### src/hdl/asp_pkg.sv
// Shared types and codes for the archive stream parser.
// No dependencies; imported by every module of the block.
package asp_pkg;

   typedef enum logic [2:0] {
      PH_HEADER = 3'd0,
      PH_PLEN   = 3'd1,
      PH_PATH   = 3'd2,
      PH_SIZE   = 3'd3,
      PH_BODY   = 3'd4,
      PH_DONE   = 3'd5
   } asp_phase_type;

   localparam logic [2:0] EV_ABSORB = 3'd0;
   localparam logic [2:0] EV_PATH   = 3'd1;
   localparam logic [2:0] EV_BEGIN  = 3'd2;
   localparam logic [2:0] EV_BODY   = 3'd3;
   localparam logic [2:0] EV_END    = 3'd4;
   localparam logic [2:0] EV_ACCEPT = 3'd5;
   localparam logic [2:0] EV_ERROR  = 3'd6;

   localparam logic [2:0] ERR_NONE     = 3'd0;
   localparam logic [2:0] ERR_MAGIC    = 3'd1;
   localparam logic [2:0] ERR_VERSION  = 3'd2;
   localparam logic [2:0] ERR_TOTALS   = 3'd3;
   localparam logic [2:0] ERR_PATHLEN  = 3'd4;
   localparam logic [2:0] ERR_OVERSIZE = 3'd5;
   localparam logic [2:0] ERR_EXTRA    = 3'd6;
   localparam logic [2:0] ERR_INCOMPL  = 3'd7;

   localparam logic [2:0] REG_MAGIC     = 3'd0;
   localparam logic [2:0] REG_VERSION   = 3'd1;
   localparam logic [2:0] REG_MAX_FILES = 3'd2;
   localparam logic [2:0] REG_MAX_TOTAL = 3'd3;
   localparam logic [2:0] REG_MAX_FILE  = 3'd4;
   localparam logic [2:0] REG_MAX_PATH  = 3'd5;

   localparam logic [4:0] HEADER_BYTES = 5'd18;
   localparam logic [4:0] MAGIC_END    = 5'd4;
   localparam logic [4:0] VERSION_END  = 5'd6;
   localparam logic [4:0] COUNT_END    = 5'd10;
   localparam logic [4:0] PLEN_BYTES   = 5'd2;
   localparam logic [4:0] SIZE_BYTES   = 5'd8;

   typedef struct packed {
      logic       is_finish;
      logic [7:0] data;
   } asp_item_type;

   typedef struct packed {
      logic [31:0] magic;
      logic [15:0] version;
      logic [31:0] max_files;
      logic [47:0] max_total;
      logic [47:0] max_file;
      logic [15:0] max_path;
   } asp_cfg_type;

   typedef struct packed {
      logic [2:0]  event_res;
      logic [7:0]  out_byte;
      logic [31:0] file_index;
      logic [47:0] file_size;
      logic [2:0]  error_code;
      logic        last;
   } asp_result_type;

endpackage

### src/hdl/asp_front.sv
// Front end: request queue of two entries, classifies each request.
// Depends on asp_pkg.
module asp_front import asp_pkg::*; (
   input  logic         clock,
   input  logic         reset,
   input  logic         req_valid,
   output logic         req_ready,
   input  logic         req_cmd,
   input  logic [7:0]   req_data_byte,
   output logic         head_valid,
   output asp_item_type head_item,
   input  logic         head_pop
);
   asp_item_type mem_ff [2];
   logic         wr_ptr_ff, wr_ptr_in;
   logic         rd_ptr_ff, rd_ptr_in;
   logic [1:0]   count_ff, count_in;
   logic         push;

   assign req_ready  = (count_ff != 2'd2);
   assign push       = req_valid && req_ready;
   assign head_valid = (count_ff != 2'd0);
   assign head_item  = mem_ff[rd_ptr_ff];

   always_comb begin
      wr_ptr_in = push ? ~wr_ptr_ff : wr_ptr_ff;
      rd_ptr_in = head_pop ? ~rd_ptr_ff : rd_ptr_ff;
      count_in  = count_ff + {1'b0, push} - {1'b0, head_pop};
   end

   always_ff @(posedge clock) begin
      if (reset) begin
         wr_ptr_ff <= 1'b0;
         rd_ptr_ff <= 1'b0;
         count_ff  <= 2'd0;
      end else begin
         wr_ptr_ff <= wr_ptr_in;
         rd_ptr_ff <= rd_ptr_in;
         count_ff  <= count_in;
      end
   end

   always_ff @(posedge clock) begin
      if (push) begin
         mem_ff[wr_ptr_ff].is_finish <= req_cmd;
         mem_ff[wr_ptr_ff].data      <= req_data_byte;
      end
   end
endmodule

### src/hdl/asp_back.sv
// Back end: archive parser state, limit checks and result output register.
// Depends on asp_pkg; fed by asp_front.
module asp_back import asp_pkg::*; (
   input  logic           clock,
   input  logic           reset,
   input  asp_cfg_type    cfg,
   input  logic           head_valid,
   input  asp_item_type   head_item,
   output logic           head_pop,
   output logic           rsp_valid,
   input  logic           rsp_ready,
   output asp_result_type rsp_data
);
   asp_phase_type  phase_ff, phase_in;
   logic [4:0]     cnt_ff, cnt_in;
   logic [63:0]    shift_ff, shift_in;
   logic [31:0]    magic_ff, magic_in;
   logic [15:0]    version_ff, version_in;
   logic [31:0]    files_decl_ff, files_decl_in;
   logic [63:0]    bytes_decl_ff, bytes_decl_in;
   logic [15:0]    path_len_ff, path_len_in;
   logic [15:0]    path_cnt_ff, path_cnt_in;
   logic [63:0]    size_ff, size_in;
   logic [63:0]    progress_ff, progress_in;
   logic [63:0]    sum_ff, sum_in;
   logic [63:0]    body_seen_ff, body_seen_in;
   logic [31:0]    files_seen_ff, files_seen_in;
   logic [2:0]     error_ff, error_in;

   asp_result_type out_ff, out_in, pend_ff, pend_in, r0, r1;
   logic           out_valid_ff, out_valid_in, pend_valid_ff, pend_valid_in;
   logic           two, fire, slot_free;

   logic [63:0]    shift_n, progress_n;
   logic [4:0]     cnt_n;
   logic [15:0]    plen_n, pcnt_n;
   logic [64:0]    sum_wide;
   logic [63:0]    sum_n;
   logic [31:0]    files_n;
   asp_phase_type  after_file;

   assign slot_free = !out_valid_ff || rsp_ready;
   assign fire      = head_valid && !pend_valid_ff && slot_free;
   assign head_pop  = fire;
   assign rsp_valid = out_valid_ff;
   assign rsp_data  = out_ff;

   always_comb begin
      shift_n    = {shift_ff[55:0], head_item.data};
      cnt_n      = cnt_ff + 5'd1;
      plen_n     = {shift_ff[7:0], head_item.data};
      pcnt_n     = path_cnt_ff + 16'd1;
      sum_wide   = {1'b0, sum_ff} + {1'b0, shift_n};
      sum_n      = sum_wide[64] ? {64{1'b1}} : sum_wide[63:0];
      progress_n = progress_ff + 64'd1;
      files_n    = files_seen_ff + 32'd1;
      after_file = (files_n == files_decl_ff) ? PH_DONE : PH_PLEN;

      phase_in      = phase_ff;
      cnt_in        = cnt_ff;
      shift_in      = shift_ff;
      magic_in      = magic_ff;
      version_in    = version_ff;
      files_decl_in = files_decl_ff;
      bytes_decl_in = bytes_decl_ff;
      path_len_in   = path_len_ff;
      path_cnt_in   = path_cnt_ff;
      size_in       = size_ff;
      progress_in   = progress_ff;
      sum_in        = sum_ff;
      body_seen_in  = body_seen_ff;
      files_seen_in = files_seen_ff;
      error_in      = error_ff;

      r0 = '{event_res: EV_ABSORB, out_byte: 8'd0, file_index: files_seen_ff,
             file_size: 48'd0, error_code: ERR_NONE, last: 1'b1};
      r1 = '{event_res: EV_END, out_byte: 8'd0, file_index: files_seen_ff,
             file_size: 48'd0, error_code: ERR_NONE, last: 1'b1};
      two = 1'b0;

      if (error_ff != ERR_NONE) begin
         r0.event_res  = EV_ERROR;
         r0.error_code = error_ff;
      end else if (head_item.is_finish) begin
         if (phase_ff != PH_DONE || body_seen_ff != bytes_decl_ff) begin
            error_in      = ERR_INCOMPL;
            r0.event_res  = EV_ERROR;
            r0.error_code = ERR_INCOMPL;
         end else begin
            r0.event_res = EV_ACCEPT;
         end
      end else begin
         unique case (phase_ff)
            PH_HEADER: begin
               shift_in = shift_n;
               cnt_in   = cnt_n;
               if (cnt_n == MAGIC_END) begin
                  magic_in = shift_n[31:0];
               end else if (cnt_n == VERSION_END) begin
                  version_in = shift_n[15:0];
               end else if (cnt_n == COUNT_END) begin
                  files_decl_in = shift_n[31:0];
               end else if (cnt_n == HEADER_BYTES) begin
                  bytes_decl_in = shift_n;
                  cnt_in        = 5'd0;
                  shift_in      = 64'd0;
                  if (magic_ff != cfg.magic) begin
                     error_in = ERR_MAGIC;
                  end else if (version_ff != cfg.version) begin
                     error_in = ERR_VERSION;
                  end else if (files_decl_ff == 32'd0 || files_decl_ff > cfg.max_files ||
                               shift_n > {16'd0, cfg.max_total}) begin
                     error_in = ERR_TOTALS;
                  end else begin
                     phase_in = PH_PLEN;
                  end
               end
            end
            PH_PLEN: begin
               shift_in = {48'd0, plen_n};
               cnt_in   = cnt_n;
               if (cnt_n == PLEN_BYTES) begin
                  path_len_in = plen_n;
                  cnt_in      = 5'd0;
                  shift_in    = 64'd0;
                  if (plen_n == 16'd0 || plen_n > cfg.max_path) begin
                     error_in = ERR_PATHLEN;
                  end else begin
                     path_cnt_in = 16'd0;
                     phase_in    = PH_PATH;
                  end
               end
            end
            PH_PATH: begin
               path_cnt_in = pcnt_n;
               if (pcnt_n == path_len_ff) begin
                  phase_in = PH_SIZE;
                  cnt_in   = 5'd0;
                  shift_in = 64'd0;
               end
               r0.event_res = EV_PATH;
               r0.out_byte  = head_item.data;
            end
            PH_SIZE: begin
               shift_in = shift_n;
               cnt_in   = cnt_n;
               if (cnt_n == SIZE_BYTES) begin
                  size_in     = shift_n;
                  cnt_in      = 5'd0;
                  shift_in    = 64'd0;
                  progress_in = 64'd0;
                  sum_in      = sum_n;
                  if (shift_n > {16'd0, cfg.max_file} || sum_n > bytes_decl_ff) begin
                     error_in = ERR_OVERSIZE;
                  end else if (shift_n == 64'd0) begin
                     r0.event_res  = EV_BEGIN;
                     r0.last       = 1'b0;
                     two           = 1'b1;
                     files_seen_in = files_n;
                     phase_in      = after_file;
                  end else begin
                     phase_in     = PH_BODY;
                     r0.event_res = EV_BEGIN;
                     r0.file_size = shift_n[47:0];
                  end
               end
            end
            PH_BODY: begin
               progress_in  = progress_n;
               body_seen_in = body_seen_ff + 64'd1;
               r0.event_res = EV_BODY;
               r0.out_byte  = head_item.data;
               r0.file_size = size_ff[47:0];
               if (progress_n >= size_ff) begin
                  r0.last       = 1'b0;
                  r1.file_size  = size_ff[47:0];
                  two           = 1'b1;
                  files_seen_in = files_n;
                  cnt_in        = 5'd0;
                  shift_in      = 64'd0;
                  phase_in      = after_file;
               end
            end
            default: begin
               error_in = ERR_EXTRA;
            end
         endcase
         if (error_in != ERR_NONE) begin
            r0 = '{event_res: EV_ERROR, out_byte: 8'd0, file_index: files_seen_ff,
                   file_size: 48'd0, error_code: error_in, last: 1'b1};
            two = 1'b0;
         end
      end
   end

   always_comb begin
      out_valid_in  = out_valid_ff;
      out_in        = out_ff;
      pend_valid_in = pend_valid_ff;
      pend_in       = pend_ff;
      if (slot_free) begin
         out_valid_in = pend_valid_ff || fire;
         out_in       = pend_valid_ff ? pend_ff : r0;
         if (pend_valid_ff) begin
            pend_valid_in = 1'b0;
         end
      end
      if (fire && two) begin
         pend_valid_in = 1'b1;
         pend_in       = r1;
      end
   end

   always_ff @(posedge clock) begin
      if (reset) begin
         out_valid_ff  <= 1'b0;
         pend_valid_ff <= 1'b0;
         phase_ff      <= PH_HEADER;
         cnt_ff        <= 5'd0;
         shift_ff      <= 64'd0;
         magic_ff      <= 32'd0;
         version_ff    <= 16'd0;
         files_decl_ff <= 32'd0;
         bytes_decl_ff <= 64'd0;
         path_len_ff   <= 16'd0;
         path_cnt_ff   <= 16'd0;
         size_ff       <= 64'd0;
         progress_ff   <= 64'd0;
         sum_ff        <= 64'd0;
         body_seen_ff  <= 64'd0;
         files_seen_ff <= 32'd0;
         error_ff      <= ERR_NONE;
      end else begin
         out_valid_ff  <= out_valid_in;
         pend_valid_ff <= pend_valid_in;
         if (fire) begin
            phase_ff      <= phase_in;
            cnt_ff        <= cnt_in;
            shift_ff      <= shift_in;
            magic_ff      <= magic_in;
            version_ff    <= version_in;
            files_decl_ff <= files_decl_in;
            bytes_decl_ff <= bytes_decl_in;
            path_len_ff   <= path_len_in;
            path_cnt_ff   <= path_cnt_in;
            size_ff       <= size_in;
            progress_ff   <= progress_in;
            sum_ff        <= sum_in;
            body_seen_ff  <= body_seen_in;
            files_seen_ff <= files_seen_in;
            error_ff      <= error_in;
         end
      end
   end

   always_ff @(posedge clock) begin
      out_ff  <= out_in;
      pend_ff <= pend_in;
   end
endmodule

### src/hdl/archive_stream_parser.sv
// Archive stream parser: takes one archive byte or a finish request per cycle
// while the request queue has room. A last body byte or an empty file yields two
// results and holds the parser until the second result enters the output register.
// Results come from the output register behind the two-entry request queue; the
// queue lets input continue while the result side stalls. Depends on asp_pkg,
// asp_front and asp_back.
module archive_stream_parser import asp_pkg::*; (
   input  logic        clock,
   input  logic        reset,
   input  logic        req_valid,
   output logic        req_ready,
   input  logic        req_cmd,
   input  logic [7:0]  req_data_byte,
   output logic        rsp_valid,
   input  logic        rsp_ready,
   output logic [2:0]  rsp_event_res,
   output logic [7:0]  rsp_out_byte,
   output logic [31:0] rsp_file_index,
   output logic [47:0] rsp_file_size,
   output logic [2:0]  rsp_error_code,
   output logic        rsp_last,
   input  logic        psel,
   input  logic        penable,
   input  logic        pwrite,
   input  logic [5:0]  paddr,
   input  logic [63:0] pwdata,
   output logic [63:0] prdata,
   output logic        pready
);
   asp_cfg_type    cfg_ff;
   asp_item_type   head_item;
   asp_result_type rsp_data;
   logic           head_valid, head_pop, cfg_wr;
   logic [2:0]     reg_sel;

   assign pready  = 1'b1;
   assign reg_sel = paddr[5:3];
   assign cfg_wr  = psel && penable && pwrite;

   always_ff @(posedge clock) begin
      if (reset) begin
         cfg_ff.magic     <= 32'd0;
         cfg_ff.version   <= 16'd1;
         cfg_ff.max_files <= 32'd4096;
         cfg_ff.max_total <= 48'd268435456;
         cfg_ff.max_file  <= 48'd268435456;
         cfg_ff.max_path  <= 16'd255;
      end else if (cfg_wr) begin
         case (reg_sel)
            REG_MAGIC:     cfg_ff.magic     <= pwdata[31:0];
            REG_VERSION:   cfg_ff.version   <= pwdata[15:0];
            REG_MAX_FILES: cfg_ff.max_files <= pwdata[31:0];
            REG_MAX_TOTAL: cfg_ff.max_total <= pwdata[47:0];
            REG_MAX_FILE:  cfg_ff.max_file  <= pwdata[47:0];
            REG_MAX_PATH:  cfg_ff.max_path  <= pwdata[15:0];
            default: ;
         endcase
      end
   end

   always_comb begin
      unique case (reg_sel)
         REG_MAGIC:     prdata = {32'd0, cfg_ff.magic};
         REG_VERSION:   prdata = {48'd0, cfg_ff.version};
         REG_MAX_FILES: prdata = {32'd0, cfg_ff.max_files};
         REG_MAX_TOTAL: prdata = {16'd0, cfg_ff.max_total};
         REG_MAX_FILE:  prdata = {16'd0, cfg_ff.max_file};
         REG_MAX_PATH:  prdata = {48'd0, cfg_ff.max_path};
         default:       prdata = 64'd0;
      endcase
   end

   asp_front u_front (
      .clock         (clock),
      .reset         (reset),
      .req_valid     (req_valid),
      .req_ready     (req_ready),
      .req_cmd       (req_cmd),
      .req_data_byte (req_data_byte),
      .head_valid    (head_valid),
      .head_item     (head_item),
      .head_pop      (head_pop)
   );

   asp_back u_back (
      .clock      (clock),
      .reset      (reset),
      .cfg        (cfg_ff),
      .head_valid (head_valid),
      .head_item  (head_item),
      .head_pop   (head_pop),
      .rsp_valid  (rsp_valid),
      .rsp_ready  (rsp_ready),
      .rsp_data   (rsp_data)
   );

   assign rsp_event_res  = rsp_data.event_res;
   assign rsp_out_byte   = rsp_data.out_byte;
   assign rsp_file_index = rsp_data.file_index;
   assign rsp_file_size  = rsp_data.file_size;
   assign rsp_error_code = rsp_data.error_code;
   assign rsp_last       = rsp_data.last;
endmodule

### config.mk
export PLATFORM = sky130hd
export DESIGN_NAME = archive_stream_parser
export DESIGN_NICKNAME = d
export VERILOG_FILES = /design/src/hdl/asp_pkg.sv /design/src/hdl/asp_front.sv /design/src/hdl/asp_back.sv /design/src/hdl/archive_stream_parser.sv
export SDC_FILE = /design/constraint.sdc
export NUM_CORES = 2
export LEC_CHECK = 0
export ABC_AREA = 1
export BUFFER_PORTS_ARGS = -buffer_cell sky130_fd_sc_hd__buf_4
export CORE_MARGIN = 1.5
export CORE_UTILIZATION = 60
export CTS_BUF_LIST = sky130_fd_sc_hd__clkbuf_4 sky130_fd_sc_hd__clkbuf_8
export DETAILED_ROUTE_END_ITERATION = 16
export HOLD_SLACK_MARGIN = 0.06
export PLACE_DENSITY_LB_ADDON = 0.25
export REMOVE_ABC_BUFFERS = 1
export SYNTH_ARGS = -nofsm -noshare
export SYNTH_HDL_FRONTEND = slang
export SYNTH_HIERARCHICAL = 1
export SYNTH_SLANG_ARGS = --single-unit
export TNS_END_PERCENT = 50
### constraint.sdc
create_clock -name clock -period 8.4 [get_ports clock]
set_clock_uncertainty 0.05 [all_clocks]
set_input_delay 1.68 -clock clock [delete_from_list [all_inputs] [get_ports clock]]
set_output_delay 1.68 -clock clock [all_outputs]
set_load 0.05 [all_outputs]
# Word level (Yosys, flattened, before mapping)
# Memories as Yosys holds them, arrays and structs flattened. A register that Yosys moved wholly into a read port is not among the register bits.
# Cells that the tools add are included.
# op_classes
n_reduce_logical	51
addsub	8
n_lt_le_gt_ge	6
n_bitwise	10
n_eq_ne	37
mux	101
# op_table
operator	n
56-bit 2-to-1 mux	7
48-bit one-hot mux with 6 select lines	1
56-bit one-hot mux with 5 select lines	1
80-bit 2-to-1 mux	2
48-bit 2-to-1 mux	3
64-bit by 1-bit adder with 64-bit output, second input constant	2
64-bit by 48-bit > comparator with 1-bit output	2
32-bit 2-to-1 mux	4
64-bit 2-to-1 mux	2
64-bit one-hot mux with 2 select lines	1
3-bit 2-to-1 mux	35
48-bit one-hot mux with 2 select lines	1
95-bit 2-to-1 mux	1
84-bit 2-to-1 mux	1
64-bit by 64-bit adder with 65-bit output	1
64-bit >= comparator	1
64-bit > comparator	1
64-bit logical NOT	1
64-bit inequality test	1
32-bit one-hot mux with 2 select lines	1
16-bit 2-to-1 mux	3
5-bit 2-to-1 mux	8
32-bit by 1-bit adder with 32-bit output, second input constant	1
32-bit equality test	1
49 further kinds	131
# totals
ram_bits	18
regBits	904
mem_count	1
# memory_table
name	words	width	read_ports	rd_ports_with_merged_regs	write_ports	line_no	rtl
u_front.mem_ff	2	9	1	1	1	asp_front.sv:14	asp_item_type mem_ff [2];

# Logic depth before layout (Yosys ltp)
# logic_depth
ltp_word	19
mapped_depth	41
ltp_nobuf	40

# By module
# Netlist, hierarchy kept.
# modules_own_cells
module	n_inst	cells_each	seq_area_each_um2	area_each_um2
asp_back	1	5735	15925.3	42798.5
archive_stream_parser	1	1498	3843.7	9380.2
asp_front	1	59	640.6	900.9

# Worst setup path after synthesis
# No wires, ideal clock.
# synth_timing
kind	reg2reg
start	register with a tool-made name
end	register u_back/pend_ff[10] in the netlist's numbering (enable)
stages_incl_launch_ff	35
arrival_ps	6246
setup_slack_ps	1670
n_path_buf	2
setup_time_ps	434
t_required_ps	7916
path_cell_list	dfxtp_1 > buf_6 > mux2_2 > ha_1 > fa_1 > nand3_1 > nand2_1 > a21oi_1 > inv_1 > nand2_1 > nand2_1 > a21oi_2 > o21ai_1 > nand2_1 > nand2_1 > a31oi_4 > inv_2 > clkbuf_1 > nor2_1 > inv_1 > ha_1 > nand2_1 > nor2_1 > nand2_1 > nor4_1 > nand3_1 > nand2_1 > nand2_1 > nand2_1 > nor2_1 > nor2_1 > nand2_1 > nor2_1 > nand4_1 > inv_1
# synth_lines
element	line_no	rtl
to (signal assigned)	asp_back.sv:258	pend_ff <= pend_in;
to (decl)	asp_back.sv:30	asp_result_type out_ff, out_in, pend_ff, pend_in, r0, r1;

==> flow_summary_export.csv <==
group,metric,value,unit
outcome,status,"finished clean",
clock_network,cts.path.max_buffers,3,
worst_setup_path,cp.required,8.88,ns
worst_setup_path,worst_setup_path_end_kind,"register",
clock_network,cts_root_buf,"clkbuf_8",
synth,avgSynthCellArea,7.279,µm²
final_layout,final_cell_mix,"nand2_1, nor2_1, inv_1, dfxtp_1, a21oi_1",
timing,fin_crit,7.794,ns
final_layout,drive_above_1_share,8.971,%
die,dieWidth,300.4,µm
min_path,holdCritStartpoint,"u_back/magic_ff[26]",
die,die_area,90260,µm²
placement,routabilityCongestion,1.039,
die,dieHeight,300.4,µm
timing,tns,0,ns
clock_network,cts_buffers,156,
worst_setup_path,startpoint_type,"register",
clock_network,cts_sinks,923,
timing,setup_viol,0,
detailed_routing,drt_wl_total,171400,µm
timing,drv_slew,0,
synth,synth_area,53080,µm²
placement,dp_hpwl,122800,µm
worst_setup_path,crit_top_cell,"nand2_1",
detailed_routing,route.detailed.drc,0,
power_and_ir_drop,ir_drop,0.0001812,V
grt,grt_max_degree,253,
final_layout,final_nets,7836,
worst_setup_path,max_stage_delay,0.58,ns
synth,netlist_instances,7292,
die,ios,248,
timing,fin_crit_sh,92.79,%
detailed_routing,via_count,50600,
worst_setup_path,critPathMaxFanout,45,
grt,grt_util_met2,57.49,%
clock_network,ctsHoldBuffers,0,
grt,grt_pass1_vias,46470,
detailed_routing,wl_per_cell,19.72,µm
synth,ys_ff_latch,923,
detailed_routing,ant_nets,0,
synth,ys.flop_type,"dfxtp_1",
grt,grt_pass1_wl,261000,µm
grt,grt_overflow,0,
die,initial_core_util,60.90,%
power_and_ir_drop,power_density,236.9,nW/µm²
detailed_routing,first_pass_iters,8,
worst_setup_path,worstSetupPathType,"register to register",
worst_setup_path,crit_arrival,8.27,ns
timing,max_slew_margin,27.88,%
synth,synth_edf_count,193,
power_and_ir_drop,leakage,0.02510,µW
grt,antenna_found_initial,1,
clock_network,cts_resized,0,
clock_network,htreeDepth,4,
timing,hold_viol_final,0,
die,coreArea,87160,µm²
clock_network,cts_setup_buffers,0,
worst_setup_path,cp_slowest_cell,"mux2_2",
detailed_routing,drt_iter0_drc,5194,
min_path,hp-class,"register to register",
timing,rsz0062_at_grt,"no",
final_layout,syn2layout_area_growth,10.69,%
detailed_routing,avgViaCountPerCell,5.822,
clock_network,tritoncts,"yes",
clock_network,insertion_delay,0.86,ns
final_layout,final_common_cell,"nand2_1",
placement,place.port_buffers,211,
grt,grt_most_used_layer,"met2",
timing,layout_setup_ws,0.6056,ns
synth,synth.yosys.seq_area_share,38.45,%
timing,tightest_slew,1.082,ns
flow_run,drv_cap,0,
grt,grtUsageTotal,37.05,%
grt,use_met1,50.26,%
placement,dp_slack,0.8830,ns
die,row_count,108,
synth,synth_cell_types,69,
synth,ys.warnings.count,6,
timing,fmax,128.3,MHz
clock_network,path_clk_slew,0.06,ns
synth,async_flop_share,0,%
grt,grtUsageMet3,6.609,%
-- synth_stat cells (41+ instances only) --
master | instances | area share, %
inv_1 | 950 | 6.7
xor2_1 | 160 | 2.6
edfxtp_1 | 193 | 11
a22oi_1 | 84 | 1.2
nand2_1 | 1218 | 8.6
o21ai_0 | 585 | 5.5
ha_1 | 343 | 8.1
nor3_1 | 112 | 1.1
clkbuf_1 | 196 | 1.4
xnor2_1 | 74 | 1.2
dfxtp_1 | 730 | 28
nand4_1 | 132 | 1.6
buf_4 | 41 | 0.58
a21oi_1 | 650 | 6.1
nor4_1 | 75 | 0.88
nand3_1 | 344 | 3.2
a31oi_1 | 42 | 0.50
nor2_1 | 986 | 7.0
buf_2 | 53 | 0.50
-- metal layers --
| layer | vias up | routed length, µm |
|---|---|---|
| met3 | 417 | 17350 |
| met4 | 0 | 7672 |
| li1 | 24340 | - |
| met1 | 23450 | 71110 |
| met2 | 2390 | 75220 |
| met5 | - | 0 |
-- sequential cells by signal, summed over array words and instances, names as in the netlist, 32 cells and up, named ones only --
register and count:
u_back/body_seen_ff 64, u_back/pend_ff 80, u_back/files_decl_ff 32, u_back/bytes_decl_ff 64, u_back/shift_ff 56, u_back/rsp_data 95, u_back/progress_ff 64, u_back/size_ff 64
u_back/sum_ff 64, cfg_ff 192, u_back/files_seen_ff 32, u_back/magic_ff 32
-- where the power goes --
part	switching [µW]	total (µW)	internal, µW	leakage [µW]
Clock	1920	4500	2570	0.00184
Sequential	537	5340	4810	0.00779
Combinational	2850	4080	1240	0.0155
Total	5310	13900	8610	0.0251
-- worst paths after layout --
kind,end,slack (ns),depth (start not counted)
setup / recovery,u_back/pend_ff[17],0.61,32
hold / removal,u_back/magic_ff[26],0.41,2
setup reg to reg,u_back/pend_ff[17],0.61,32
hold reg to reg,u_back/magic_ff[26],0.41,2
-- through the flow --
stage | instance area, µm² | power (µW) | util, % | hold WS, ns | instances
6_report | 58760 | 13920 | 67.41 | 0.4072 | 8691
5_1_grt | 58760 | 14500 | 67.41 | 0.4234 | 8691
4_1_cts | 58750 | 13830 | 67.41 | 0.4086 | 8690
3_5_place_dp | 55240 | 9361 | 63.38 | 0.3995 | 8403
3_3_place_gp | 55240 | 9290 | 63.38 | 0.3940 | 8403
2_1_floorplan | 51680 | 7751 | - | 0.3805 | 6990
-- cell families after synthesis --
group,share of synthesized area [%]
AND/OR/NAND/NOR,24.27
buffers and inverters,9.556
adder cells (fa/ha/maj),8.123
flip-flops,38.45
multiplexers,0.1909
AO/OA/AOI/OAI,15.43
XOR/XNOR,3.965
other,0.01415
-- cell type report --
| cell class | instances | area (µm²) |
|---|---|---|
| multi-input cells | 5104 | 27750 |
| clock buffers | 235 | 2959 |
| fillers | 7578 | 28400 |
| well taps | 1155 | 1445 |
| repair buffers | 258 | 1999 |
| inverters | 963 | 3632 |
| flip-flops and latches | 923 | 20410 |
| diodes | 1 | 2.502 |
| clock inverters | 52 | 550.5 |
-- critical path, delay by kind of cell, from the launching register on --
kind / cells / cell delay [ns]
flops: 1 / 0.57
compound gates: 4 / 0.81
simple gates: 20 / 3.01
mux: 1 / 0.58
fa+ha+maj: 3 / 1.09
buf+inv: 4 / 1.26
No activity file was read; power rests on OpenSTA's default activity.
